==> src/hdl/direct_form_one_iir_fir_filter_assert.svh <==
// ----------------------------------------------------------------------------
// direct_form_one_iir_fir_filter_assert.svh
// Assertion macros used by the filter top level.
// ----------------------------------------------------------------------------
`ifndef DIRECT_FORM_ONE_IIR_FIR_FILTER_ASSERT_SVH
`define DIRECT_FORM_ONE_IIR_FIR_FILTER_ASSERT_SVH

// Same-cycle implication, sampled on clk and disabled while rst_n is low.
`define DFIIR_ASSERT_SAME(lbl, ant, cons) \
    lbl: assert property (@(posedge clk) disable iff (!rst_n) (ant) |-> (cons)) \
        else $error("filter assertion failed (same cycle)");

// Next-cycle implication, sampled on clk and disabled while rst_n is low.
`define DFIIR_ASSERT_NEXT(lbl, ant, cons) \
    lbl: assert property (@(posedge clk) disable iff (!rst_n) (ant) |=> (cons)) \
        else $error("filter assertion failed (next cycle)");

`endif

==> src/hdl/dfiir_pkg.sv <==
// ----------------------------------------------------------------------------
// dfiir_pkg
// Types and constants of the direct form I filter.
// ----------------------------------------------------------------------------
package dfiir_pkg;

    localparam int SAMPLE_W   = 16;
    localparam int COEF_W     = 18;
    localparam int PROD_W     = SAMPLE_W + COEF_W;
    localparam int ACC_W      = PROD_W + 4;
    localparam int FRAC_SHIFT = 14;
    localparam int RND_W      = ACC_W - FRAC_SHIFT;
    localparam int NUM_COEF   = 4;
    localparam int CFG_IDX_W  = 3;

    localparam logic signed [ACC_W-1:0] ROUND_HALF = 38'sd8192;
    localparam logic signed [RND_W-1:0] RND_MAX    = 24'sd32767;
    localparam logic signed [RND_W-1:0] RND_MIN    = -24'sd32768;

    typedef enum logic [CFG_IDX_W-1:0] {
        REG_COEF_B0     = 3'd0,
        REG_COEF_B1     = 3'd1,
        REG_COEF_B2     = 3'd2,
        REG_COEF_B3     = 3'd3,
        REG_COEF_A1     = 3'd4,
        REG_COEF_A2     = 3'd5,
        REG_COEF_A3     = 3'd6,
        REG_FEEDBACK_EN = 3'd7
    } cfg_reg_t;

    typedef enum logic {
        OP_FILTER = 1'b0,
        OP_PRESET = 1'b1
    } op_t;

    typedef struct packed {
        logic shift;
        logic preset;
        logic feedback;
    } cell_ctrl_t;

    typedef struct packed {
        logic                       saturated;
        logic signed [SAMPLE_W-1:0] filtered;
    } result_t;

    typedef struct packed {
        logic out_valid;
        logic skid_valid;
    } buf_status_t;

endpackage

==> src/hdl/dfiir_cell.sv <==
// ----------------------------------------------------------------------------
// dfiir_cell
// One tap of the filter: holds one input and one output history entry, shifts
// them on from its neighbor, adds its b product, subtracts its gated a product.
// ----------------------------------------------------------------------------
module dfiir_cell
    import dfiir_pkg::*;
(
    input  logic                       clk,
    input  logic                       rst_n,
    input  cell_ctrl_t                 ctrl,
    input  logic signed [SAMPLE_W-1:0] preset_value,
    input  logic signed [SAMPLE_W-1:0] u_in,
    input  logic signed [SAMPLE_W-1:0] y_in,
    input  logic signed [COEF_W-1:0]   coef_b,
    input  logic signed [COEF_W-1:0]   coef_a,
    input  logic signed [ACC_W-1:0]    acc_in,
    output logic signed [SAMPLE_W-1:0] u_out,
    output logic signed [SAMPLE_W-1:0] y_out,
    output logic signed [ACC_W-1:0]    acc_out
);

    logic signed [SAMPLE_W-1:0] u_reg, u_next;
    logic signed [SAMPLE_W-1:0] y_reg, y_next;
    logic signed [PROD_W-1:0]   prod_b;
    logic signed [PROD_W-1:0]   prod_a;
    logic signed [ACC_W-1:0]    fb_term;

    // The registers hold the entries that sit one place closer to the
    // input, so after the shift they are exactly this tap's operands.
    assign prod_b  = coef_b * u_reg;
    assign prod_a  = coef_a * y_reg;
    assign fb_term = ctrl.feedback ? ACC_W'(prod_a) : {ACC_W{1'b0}};
    assign acc_out = acc_in + ACC_W'(prod_b) - fb_term;

    always_comb
    begin
        u_next = u_reg;
        y_next = y_reg;
        priority if (ctrl.preset)
        begin
            u_next = preset_value;
            y_next = preset_value;
        end
        else if (ctrl.shift)
        begin
            u_next = u_in;
            y_next = y_in;
        end
    end

    always_ff @(posedge clk or negedge rst_n)
    begin
        if (!rst_n)
        begin
            u_reg <= '0;
            y_reg <= '0;
        end
        else
        begin
            u_reg <= u_next;
            y_reg <= y_next;
        end
    end

    assign u_out = u_reg;
    assign y_out = y_reg;

endmodule

==> config.mk <==
export PLATFORM = sky130hd
export DESIGN_NAME = dfiir_cell
export DESIGN_NICKNAME = d
export VERILOG_FILES = /design/src/hdl/direct_form_one_iir_fir_filter_assert.svh /design/src/hdl/dfiir_pkg.sv /design/src/hdl/dfiir_cell.sv
export SDC_FILE = /design/constraint.sdc
export NUM_CORES = 2
export LEC_CHECK = 0
export ABC_AREA = 1
export BUFFER_PORTS_ARGS = -buffer_cell sky130_fd_sc_hd__buf_2
export CAP_MARGIN = 0
export CORE_MARGIN = 2
export CORE_UTILIZATION = 65
export CTS_BUF_LIST = sky130_fd_sc_hd__clkbuf_16
export DETAILED_ROUTE_END_ITERATION = 8
export PLACE_DENSITY_LB_ADDON = 0.15
export SETUP_SLACK_MARGIN = 0.15
export SLEW_MARGIN = 20
export SYNTH_ARGS = -nofsm -noshare
export SYNTH_HDL_FRONTEND = slang
export SYNTH_SLANG_ARGS = --single-unit
==> constraint.sdc <==
create_clock -name clk -period 21.4 [get_ports clk]
set_clock_uncertainty 0.1 [all_clocks]
set_input_delay 4.28 -clock clk [delete_from_list [all_inputs] [get_ports clk]]
set_output_delay 4.28 -clock clk [all_outputs]
set_load 0.02 [all_outputs]
==> results.cfg <==
[status]
status = complete, no violations

[sta]
period_needed_ns = 19.02
setup_tns_ns = 0
finalMaxSlewViolations = 0
final_hold_viol_count = 0
setup_violations = 0
rsz0062_at_grt = no
max_freq_mhz = 52.6
period_share = 0.889
slew_headroom = 0.304
worst_slew_pin_slew_ns = 1.04

[worst_setup_path]
rr_worst_depth = 2
start_kind = primary input
slowest_delay_ns = 0.89
arrival_ns = 14.64
crit_slowest_cell = fa_1
cp.required_ns = 17.02
cp-end-kind = primary output
crit_top_cell = fa_1
cp_max_fo = 16
critPathKind = primary input to primary output

[global_routing]
grt_max_degree = 34
globalRouteOverflowTotal = 0
grt_pass1_wl_mm = 120
grt_usage = 0.338
antenna_found_initial = 0
grt_pass1_vias = 23544

[flow_run]
max-cap-violations = 0

[yosys]
netlist_area_sq_um = 28200
synth_seq_cells = 32
syn_avg_cell_area_sq_um = 7.62
ys_warn_count = 0
syn-num-nets = 4713
ys_seq_area_frac = 0.0284
syn_inst = 3705
synth_cell_types = 36

[clocking]
postCtsSetupRepairBufs = 0
numCtsBuffers = 5
clk_pin_slew_worst_paths_ns = 0.05
clk_latency_ns = 0.27
clock_sinks = 32
cts_resized = 0
cts_tree = done
cts-hold-fix-buffers = 0
htreeDepth = 2
cts-root-buf = clkbuf_16
clockBufferDepth = 2

[finish]
layout_common_cells = inv_1, nand2_1, fa_1
fin_nets = 4798
diodes = 0
layout_commonest_cell = inv_1
area_growth_pct = 5.23
final_area_sq_um = 29700
drive_gt1_frac = 0.0675

[detailed_routing]
vias = 22435
vias_per_cell = 5.13
first_iter_violations = 1375
firstDrtPassIters = 7
wire_per_inst_microns = 16.1
antenna_left = 0
drc_errors = 0
routed_wl_mm = 70.6

[floorplan]
num_rows = 76
initial_core_util = 0.657
coreArea_sq_um = 43000
die_x_microns = 212
pin_count = 197
die_h_microns = 212
fp.dieArea_sq_um = 45100

[placement]
dpl-instance-area_sq_um = 29600
dp_hpwl_mm = 63.4
gp_congestion = 0.980
io_buffers = 196

[worst_hold_path]
min_path_type = register to register
hold_depth = 2
layer usage:
layer / share of wire / GRT usage / wire [microns] / vias to the layer above
met1: 0.42 / 0.464 / 29600 / 11020
met2: 0.50 / 0.581 / 35100 / 726
met3: 0.059 / 0.0377 / 4150 / 116
li1: - / - / - / 10573
met4: 0.025 / 0.0789 / 1730 / 0
met5: 0 / 0 / 0 / -
critical path: cells and delay by family:
kind / cells / cell delay (ns)
AO/OA/AOI/OAI: 1 / 0.12
adder cells (fa/ha/maj): 14 / 7.19
buffers and inverters: 12 / 1.30
AND/OR/NAND/NOR: 13 / 1.75
final timing paths:
kind	start	endpoint	slack, ns
min in group asynchronous	rst_n	u_out[12]	3.97
worst min-delay path	y_out[6]	y_out[6]	0.51
worst min register to register	y_out[6]	y_out[6]	0.51
worst max register to register	u_out[15]	u_out[15]	19.70
max in group asynchronous	rst_n	u_out[3]	16.75
worst max-delay path	coef_a[17]	acc_out[36]	2.38
sequential cells by signal, indices dropped and copies added, names as in the netlist:
name and count:
u_out 16, y_out 16
cell type report:
type                    instances  area, sq um
multi-input cells            2328        22400
fillers                      3761        13300
inverters                    1207         4530
repair buffers                216         1130
flip-flops and latches         32          801
well taps                     585          732
clock buffers                   5          125
clock inverters                 3         11.3
synthesized netlist by cell type, drive strengths merged:
library cell  count  share of area
inv            1206           0.16
nand2           925           0.12
fa              682           0.48
ha              199          0.088
nor2            152          0.021
clkbuf          116          0.015
nand3           110          0.020
a21oi            84          0.015
o21ai            47         0.0083
o211ai           33         0.0089
dfrtp            32          0.028
buf              22         0.0031
nand4            19         0.0042
xor2             18         0.0056
o21bai           15         0.0040
or2              15         0.0033
nor3             12         0.0025
xnor2             8         0.0025
nand3b            3        0.00080
a21o              1        0.00027
a31oi             1        0.00022
and3              1        0.00022
clkinv            1        0.00013
nand2b            1        0.00022
nor4              1        0.00022
o21a              1        0.00027
through the flow:
step / setup slack, ns / util / hold slack, ns / instances
detailed placement: 2.45 / 0.688 / 0.492 / 4368
finish: 2.38 / 0.691 / 0.512 / 4376
global placement: 2.39 / 0.688 / 0.452 / 4368
floorplan: 3.49 / - / 0.668 / 3705
CTS: 2.38 / 0.691 / 0.500 / 4376
global route: 1.72 / 0.691 / 0.509 / 4376
kinds of logic after synthesis:
group / synth area share
buffers and inverters: 0.179
DFF: 0.0284
and+or+nand+nor: 0.176
xor gates and xnor gates: 0.00806
adders and majority gates: 0.572
AOI/OAI and AO/OA: 0.0374
Power is not shown: default switching activity piles up to over one toggle a cycle in this logic, so the estimate is an artifact.
