### config.mk
export PLATFORM = sky130hd
export DESIGN_NAME = dfiir_outbuf
export DESIGN_NICKNAME = d
export VERILOG_FILES = /design/src/hdl/direct_form_one_iir_fir_filter_assert.svh /design/src/hdl/dfiir_pkg.sv /design/src/hdl/dfiir_outbuf.sv
export SDC_FILE = /design/constraint.sdc
export NUM_CORES = 1
export LEC_CHECK = 0
export ABC_AREA = 1
export BUFFER_PORTS_ARGS = -buffer_cell sky130_fd_sc_hd__buf_2
export CAP_MARGIN = 0
export CORE_MARGIN = 5
export CORE_UTILIZATION = 49
export CTS_CLUSTER_SIZE = 28
export DETAILED_ROUTE_END_ITERATION = 7
export PLACE_DENSITY = 0.82
export SLEW_MARGIN = 20
export SYNTH_ARGS = -nofsm -noshare
export SYNTH_HDL_FRONTEND = slang
export SYNTH_SLANG_ARGS = --single-unit
### constraint.sdc
create_clock -name clk -period 2.3 [get_ports clk]
set_input_delay 0.46 -clock clk [delete_from_list [all_inputs] [get_ports clk]]
set_output_delay 0.46 -clock clk [all_outputs]
set_load 0.01 [all_outputs]
### src/hdl/direct_form_one_iir_fir_filter_assert.svh
// ----------------------------------------------------------------------------
// direct_form_one_iir_fir_filter_assert.svh
// Assertion macros used by the filter top level.
// ----------------------------------------------------------------------------
`ifndef DIRECT_FORM_ONE_IIR_FIR_FILTER_ASSERT_SVH
`define DIRECT_FORM_ONE_IIR_FIR_FILTER_ASSERT_SVH

// Same-cycle implication, sampled on clk and disabled while rst_n is low.
`define DFIIR_ASSERT_SAME(lbl, ant, cons) \
    lbl: assert property (@(posedge clk) disable iff (!rst_n) (ant) |-> (cons)) \
        else $error("filter assertion failed (same cycle)");

// Next-cycle implication, sampled on clk and disabled while rst_n is low.
`define DFIIR_ASSERT_NEXT(lbl, ant, cons) \
    lbl: assert property (@(posedge clk) disable iff (!rst_n) (ant) |=> (cons)) \
        else $error("filter assertion failed (next cycle)");

`endif

### src/hdl/dfiir_pkg.sv
// ----------------------------------------------------------------------------
// dfiir_pkg
// Types and constants of the direct form I filter.
// ----------------------------------------------------------------------------
package dfiir_pkg;

    localparam int SAMPLE_W   = 16;
    localparam int COEF_W     = 18;
    localparam int PROD_W     = SAMPLE_W + COEF_W;
    localparam int ACC_W      = PROD_W + 4;
    localparam int FRAC_SHIFT = 14;
    localparam int RND_W      = ACC_W - FRAC_SHIFT;
    localparam int NUM_COEF   = 4;
    localparam int CFG_IDX_W  = 3;

    localparam logic signed [ACC_W-1:0] ROUND_HALF = 38'sd8192;
    localparam logic signed [RND_W-1:0] RND_MAX    = 24'sd32767;
    localparam logic signed [RND_W-1:0] RND_MIN    = -24'sd32768;

    typedef enum logic [CFG_IDX_W-1:0] {
        REG_COEF_B0     = 3'd0,
        REG_COEF_B1     = 3'd1,
        REG_COEF_B2     = 3'd2,
        REG_COEF_B3     = 3'd3,
        REG_COEF_A1     = 3'd4,
        REG_COEF_A2     = 3'd5,
        REG_COEF_A3     = 3'd6,
        REG_FEEDBACK_EN = 3'd7
    } cfg_reg_t;

    typedef enum logic {
        OP_FILTER = 1'b0,
        OP_PRESET = 1'b1
    } op_t;

    typedef struct packed {
        logic shift;
        logic preset;
        logic feedback;
    } cell_ctrl_t;

    typedef struct packed {
        logic                       saturated;
        logic signed [SAMPLE_W-1:0] filtered;
    } result_t;

    typedef struct packed {
        logic out_valid;
        logic skid_valid;
    } buf_status_t;

endpackage

### src/hdl/dfiir_outbuf.sv
// ----------------------------------------------------------------------------
// dfiir_outbuf
// Output register with a skid stage, so the filter keeps taking samples
// while a result waits for the downstream side.
// ----------------------------------------------------------------------------
module dfiir_outbuf
    import dfiir_pkg::*;
(
    input  logic        clk,
    input  logic        rst_n,
    input  logic        push,
    input  result_t     push_data,
    input  logic        pop_ready,
    output result_t     out_data,
    output buf_status_t status
);

    logic    out_valid_reg, out_valid_next;
    logic    skid_valid_reg, skid_valid_next;
    result_t out_data_reg, out_data_next;
    result_t skid_data_reg, skid_data_next;
    logic    pop;

    assign pop = out_valid_reg && pop_ready;

    always_comb
    begin
        out_valid_next  = out_valid_reg;
        skid_valid_next = skid_valid_reg;
        out_data_next   = out_data_reg;
        skid_data_next  = skid_data_reg;
        priority if (!out_valid_reg || pop)
        begin
            // The output slot frees up: the oldest waiting result moves in.
            if (skid_valid_reg)
            begin
                out_valid_next  = 1'b1;
                out_data_next   = skid_data_reg;
                skid_valid_next = push;
                skid_data_next  = push_data;
            end
            else
            begin
                out_valid_next = push;
                out_data_next  = push_data;
            end
        end
        else if (push)
        begin
            skid_valid_next = 1'b1;
            skid_data_next  = push_data;
        end
    end

    always_ff @(posedge clk or negedge rst_n)
    begin
        if (!rst_n)
        begin
            out_valid_reg  <= 1'b0;
            skid_valid_reg <= 1'b0;
        end
        else
        begin
            out_valid_reg  <= out_valid_next;
            skid_valid_reg <= skid_valid_next;
        end
    end

    always_ff @(posedge clk)
    begin
        out_data_reg  <= out_data_next;
        skid_data_reg <= skid_data_next;
    end

    assign out_data          = out_data_reg;
    assign status.out_valid  = out_valid_reg;
    assign status.skid_valid = skid_valid_reg;

endmodule

==> results of run 1 <==
==> cell usage in the layout, fill, tap and decap left out <==
master         Yosys  routed
dlygate4sd3_1      0       1
edfxtp_1          34      34
nand3_1            1       1
clkbuf_8           0       2
clkbuf_1           0       1
dfrtp_1            2       2
inv_1              1       1
nor2_1             1       1
buf_4              3       4
buf_2              1      39
clkbuf_4           0       5
nand2_1           58      58
inv_2              1       1
==> stage by stage <==
step | cell area, um^2 | hold WS, ns | setup slack, ns
3_5_place_dp | 1570 | 0.246 | 0.610
5_1_grt | 1650 | 0.276 | 0.633
3_3_place_gp | 1570 | 0.244 | 0.704
6_report | 1650 | 0.304 | 0.707
2_1_floorplan | 1340 | 0.164 | 0.470
4_1_cts | 1650 | 0.288 | 0.703
==> cell type report <==
cell class,count,area (um^2)
clock buffers,8,68.8
fillers,217,1040
inverters,2,7.51
multi-input cells,60,226
flip-flops and latches,36,1070
well taps,31,38.8
repair buffers,44,235
==> power groups by stage <==
stage	sequential [uW]	combinational, uW	clock, uW
floorplan	879	102	0
CTS	839	214	385
global route	847	236	424
finish	838	210	374
global placement	850	205	0
detailed placement	853	211	0
==> logic make-up (layout without fill, tap and decap cells) <==
kind of cell	count (synthesis)	after routing
buffers and inverters	7	54
flip-flops	36	36
AND/OR/NAND/NOR	60	60
==> worst register-to-register path, stage by stage, from the launching register on <==
cell and delay [ns]:
dfrtp_1 0.40, inv_2 0.23, nand2_1 0.09, nand2_1 0.10
nand2_1 0.22, buf_4 0.26
==> final timing paths <==
kind | from | end | slack, ns | depth (start not counted)
worst max-delay path | skid_valid_reg | status[0] | 0.71 | 2
worst min-delay path | push_data[1] | skid_data_reg[1] | 0.30 | 1
worst max register to register | skid_valid_reg | skid_data_reg[6] | 0.77 | 5
worst min register to register | skid_data_reg[2] | out_data[2] | 0.51 | 2
max in group asynchronous | rst_n | out_valid_reg | 1.78 | 2
min in group asynchronous | rst_n | skid_valid_reg | 0.43 | 2
==> per-layer routing <==
| layer | global-route usage | routed length [um] |
|---|---|---|
| met4 | 0.0557 | 31 |
| met3 | 0.0665 | 135 |
| met5 | 0 | 0 |
| met1 | 0.133 | 877 |
| met2 | 0.231 | 1270 |
==> run metrics, run 1 <==
outcome finished clean; Peak VDD IR 594 uV; gr usage total 0.133; CTS tree yes; Synth top area share 0.760; number of synthesized flops with an enable pin 34; synthesized area 0.00134 mm^2; switching share of total power 0.243; Synth Net Count 124; proportion of layout cells with a drive suffix above 1 0.340; Synth Area per Inst about 13 um^2; routed vias/inst between 4 and 5; CTS clk-pin slew, worst paths 0.11 ns; HPWL Detailed 1680 um; Clk pwr share 0.263; Final Cycle Share 0.693; full die area 0.00389 mm^2; Ports 40; Clock Root Buffer clkbuf_4; area leader, netlist edfxtp_1; core area 0.00269 mm^2; Logic pwr share 0.148; Post-synth ARST share 0.0556; post-cts hold buffer count 1; Final setup viols 0; DR pass1 iterations 4; CTS Buf Count 5; Distinct cells, synth 10; post-synthesis sequential area ratio 0.797; flops & latches, synth 36; adder-cell share of the synthesized area 0; post-synthesis mux area share 0; CP top delay family buffers and inverters; XOR/XNOR Fraction of Synth Area 0; most common cell in the netlist nand2_1; largest cells by area after synthesis edfxtp_1, nand2_1, dfrtp_1; n_diodes 0; critical path type reg -> out; Slew headroom 0.787; GRT overflow 0; Power Internal approximately 1100 uW; Critical path buffers and inverters 2; Layout Cells excl Fill 181; DR DRC count 0; CP required 1.84 ns; Post-Synth Simple-Gate Area 0.169; Port Buf Inserts 39; WL final 2320 um; # Post-CTS Setup Buffers 0; Final min period 1.59 ns; Setup TNS 0 ns; first-pass GRT wire length slightly below 4000 um; CP max FO 21; vias post-DR 871; Final Hold Viols 0; Avg WL per Cell 12.8 um; CP Cell Sequence buf_4 -> buf_2; Initial Util 0.500; most frequent cells after synthesis nand2_1, edfxtp_1, buf_4, dfrtp_1; Antenna Nets Post-Route 0; cell area power density 863 mW/mm^2; fin. max-slew vios 0; synth warn 0; slowest stage cell, crit path dfrtp_1; row count 19; Synth Area in Compound Gates 0; final core utilization 0.613; Hold Crit Class in -> reg; Clock Latency Late Sink about 0.34 ns; Largest stage delay, worst path ~0.38 ns; WP data arrival 1.13 ns; Area Growth Syn to Fin 22.6%; number of global-route vias before repair 888; Sink Count 36; H-tree levels 2; Placer Congestion 0.773; dpl cells 172; Synth Flop Type edfxtp_1; Final #Nets 170; CTS max path bufs 2; Max Fclk 628 MHz; Resized Gates After CTS 0; CP Launch Type flop; largest net degree at the start of global routing 22; DR iter-0 viols 7; Crit. End Element output port; Lkg Pwr between 0.0007 and 0.0008 uW; largest family of logic cells by synthesized area simple AND/OR/NAND/NOR gates; Synth Instances 103; antenna violations before repair 0; Sw Pwr between 300 and 400 uW; total chip power 1420 uW; sequential share of power 0.589; DIE HEIGHT 62.4 um; max-cap viol count 0; Die X 62.4 um; worst slew pin tran around 0.32 ns; clock skew 0.0117 ns; unrepaired setup endpoints after global routing no
Note: power is estimated with default switching activity, not from simulation.
==> run 2, diff against run 1 <==
--- a/config.mk
+++ b/config.mk
@@ -5,14 +5,14 @@
 export SDC_FILE = /design/constraint.sdc
 export NUM_CORES = 1
 export LEC_CHECK = 0
-export ABC_AREA = 1
+export ABC_AREA = 0
 export BUFFER_PORTS_ARGS = -buffer_cell sky130_fd_sc_hd__buf_2
 export CAP_MARGIN = 0
 export CORE_MARGIN = 5
-export CORE_UTILIZATION = 49
+export CORE_UTILIZATION = 45
 export CTS_CLUSTER_SIZE = 28
 export DETAILED_ROUTE_END_ITERATION = 7
-export PLACE_DENSITY = 0.82
+export PLACE_DENSITY = 0.8
 export SLEW_MARGIN = 20
 export SYNTH_ARGS = -nofsm -noshare
 export SYNTH_HDL_FRONTEND = slang
==> constraint.sdc (replaced) <==
create_clock -name clk -period 1.4 [get_ports clk]
set_input_delay 0.28 -clock clk [delete_from_list [all_inputs] [get_ports clk]]
set_output_delay 0.28 -clock clk [all_outputs]
set_load 0.01 [all_outputs]
==> run 2 against run 1 <==
Compared with the run above:
- worst hold slack worse by 0.17 ns
- combinational power up 50%
- count of clock-buffer cells in the layout down 3
- cell area down 0.99%
- flip-flop and latch count unchanged
- critical path type is now reg -> reg
- largest cell class unchanged
- largest power group unchanged
==> run metrics, run 2 <==
most common cell after layout, fill and taps aside buf_2; Synth Net Count 83; sequential share of power 0.622; WP data arrival roughly 1.4 ns; Clock Root Buffer clkbuf_4; Area Growth Syn to Fin 21.5%; Post-synth ARST share 0.0556; max-cap viol count 0; Final min period between 1 and 1.5 ns; Ports 40; Final Cycle Share 0.912; Synth Flop Type edfxtp_1; Sink Count 36; CTS tree yes; Hold Crit Class in -> reg; number of synthesized flops with an enable pin 34; Slew headroom 0.841; Max Fclk 783 MHz; H-tree levels 2; Final Hold Viols 0; total chip power 2180 uW; Avg WL per Cell roughly 16 um; flops & latches, synth 36; DR pass1 iterations 3; Lkg Pwr ~0.00065 uW; Port Buf Inserts 39; area leader, netlist edfxtp_1; CP Cell Sequence buf_4 -> mux2_2; Clock Latency Late Sink about 0.33 ns; Initial Util 0.479; outcome finished clean; first-pass GRT wire length 3600 um; hold endpoint skid_data_reg[1]; Synth top area share 0.760; Largest stage delay, worst path approximately 0.46 ns; Crit. End Element flop; vias post-DR ~700; routed vias/inst 4.94; GRT overflow 0; synth warn 0; clock skew 0.00634 ns; CTS clk-pin slew, worst paths 0.11 ns; WL final 2220 um; flop2flop setup slack 0.12 ns; Synth Area per Inst about 22 um^2; proportion of layout cells with a drive suffix above 1 0.627; largest net degree at the start of global routing 18; Synth Instances 62; Peak VDD IR 631 uV; critical path type reg -> reg; n_diodes 0; pre-CTS setup slack -0.00698 ns; switching share of total power 0.236; antenna violations before repair 0; CTS Buf Count 5; Worst R2R Path Depth 2; most frequent cells in the layout buf_2, edfxtp_1, mux2_2; Sw Pwr 516 uW; row count 19; post-synthesis sequential area ratio 0.798; Min-Delay Path Depth 1; DR iter-0 viols 28; slowest stage cell, crit path dfrtp_1; cell area power density 1340 mW/mm^2; full die area 0.00418 mm^2; gr usage total 0.115; worst slew pin tran 0.238 ns; register area 0.00107 mm^2; Final setup viols 0; core area 0.00281 mm^2; synthesized area 0.00134 mm^2; number of global-route vias before repair between 700 and 800; Final #Nets 130; unrepaired setup endpoints after global routing no; Power Internal 1670 uW; CP max FO 10; Placer Congestion 0.797; CTS max path bufs 2; Reg-to-Reg End out_data[8]; final worst slack roughly 0.12 ns; Antenna Nets Post-Route 0; FILL cells roughly 230; most frequent cells after synthesis edfxtp_1, mux2_2, buf_4, dfrtp_1; HPWL Detailed about 1600 um; most common cell in the netlist edfxtp_1; DR DRC count 0; CP Launch Type flop; Distinct cells, synth 10; CP required 1.49 ns; DIE HEIGHT 64.6 um; Die X 64.6 um; area of the multi-input gates 231 um^2; Clk pwr share 0.234; Worst Hold Launch push_data[1]; fin. max-slew vios 0; Logic pwr share 0.144; r2r startpoint skid_valid_reg; largest cells by area after synthesis edfxtp_1, mux2_2, dfrtp_1
[run 2: logic make-up (layout without fill, tap and decap cells)]
family | count (synthesis) | after routing | share of synthesized area
flip-flops | 36 | 36 | 0.798
AND/OR/NAND/NOR | 2 | 2 | 0.0112
adder cells (fa/ha/maj) | 1 | 1 | 0.00746
buffers and inverters | 5 | 53 | 0.0326
multiplexers | 18 | 18 | 0.151
[run 2: area by class of cell]
| class | count | share of cell area |
|---|---|---|
| flip-flops and latches | 36 | 0.656 |
| repair buffers | 44 | 0.144 |
| multi-input cells | 21 | 0.142 |
| well taps | 31 | 0.0238 |
| clock buffers | 5 | 0.0230 |
| clock inverters | 3 | 0.00844 |
| inverters | 1 | 0.00230 |
[run 2: repair_timing]
action	in CTS	in global routing
setup buffers	0	0
endpoints found under the setup margin	17	0
gates resized for setup	1	0
hold endpoints to repair	2	0
hold buffers	1	0
[run 2: metrics by stage]
stage	utilization	TNS [ns]	cell area [um^2]	hold slack [ns]	instances
after global routing	0.582	0	1630	0.113	141
after CTS	0.582	0	1630	0.119	141
after global placement	0.558	0	1570	0.0643	132
after detailed placement	0.558	-0.114	1570	0.0688	132
after floorplan	-	0	1340	-0.0156	62
final	0.582	0	1630	0.136	141
[run 2: worst max path at each step]
stage | start | to | slack, ns | cells past startpoint
floorplan | out_valid_reg | skid_data_reg[0] | 0.14 | 2
detailed placement | out_valid_reg | skid_data_reg[3] | -0.007 | 2
global placement | pop_ready | skid_data_reg[9] | 0.03 | 3
global route | skid_valid_reg | out_data[2] | 0.07 | 2
CTS | skid_valid_reg | out_data[8] | 0.12 | 2
finish | skid_valid_reg | out_data[8] | 0.12 | 2
[run 2: power by group through the flow]
stage	combinational (uW)	sequential (uW)	clock, uW
after detailed placement	316	1390	0
after CTS	322	1360	527
after global placement	308	1380	0
after floorplan	161	1410	0
final	315	1360	511
after global routing	344	1370	587
[run 2: worst max-delay path: cells and delay by family, from the launching register on]
kind	cells	cell delay (ns)
buffers and inverters	1	0.22
flip-flops	1	0.46
multiplexers	1	0.36
[run 2: layer usage]
metal	track usage	vias to the layer above	routed length [um]
met5	0	-	0
met3	0.0484	3	195
met2	0.188	26	1070
li1	-	330	-
met1	0.138	338	933
met4	0.0396	0	19
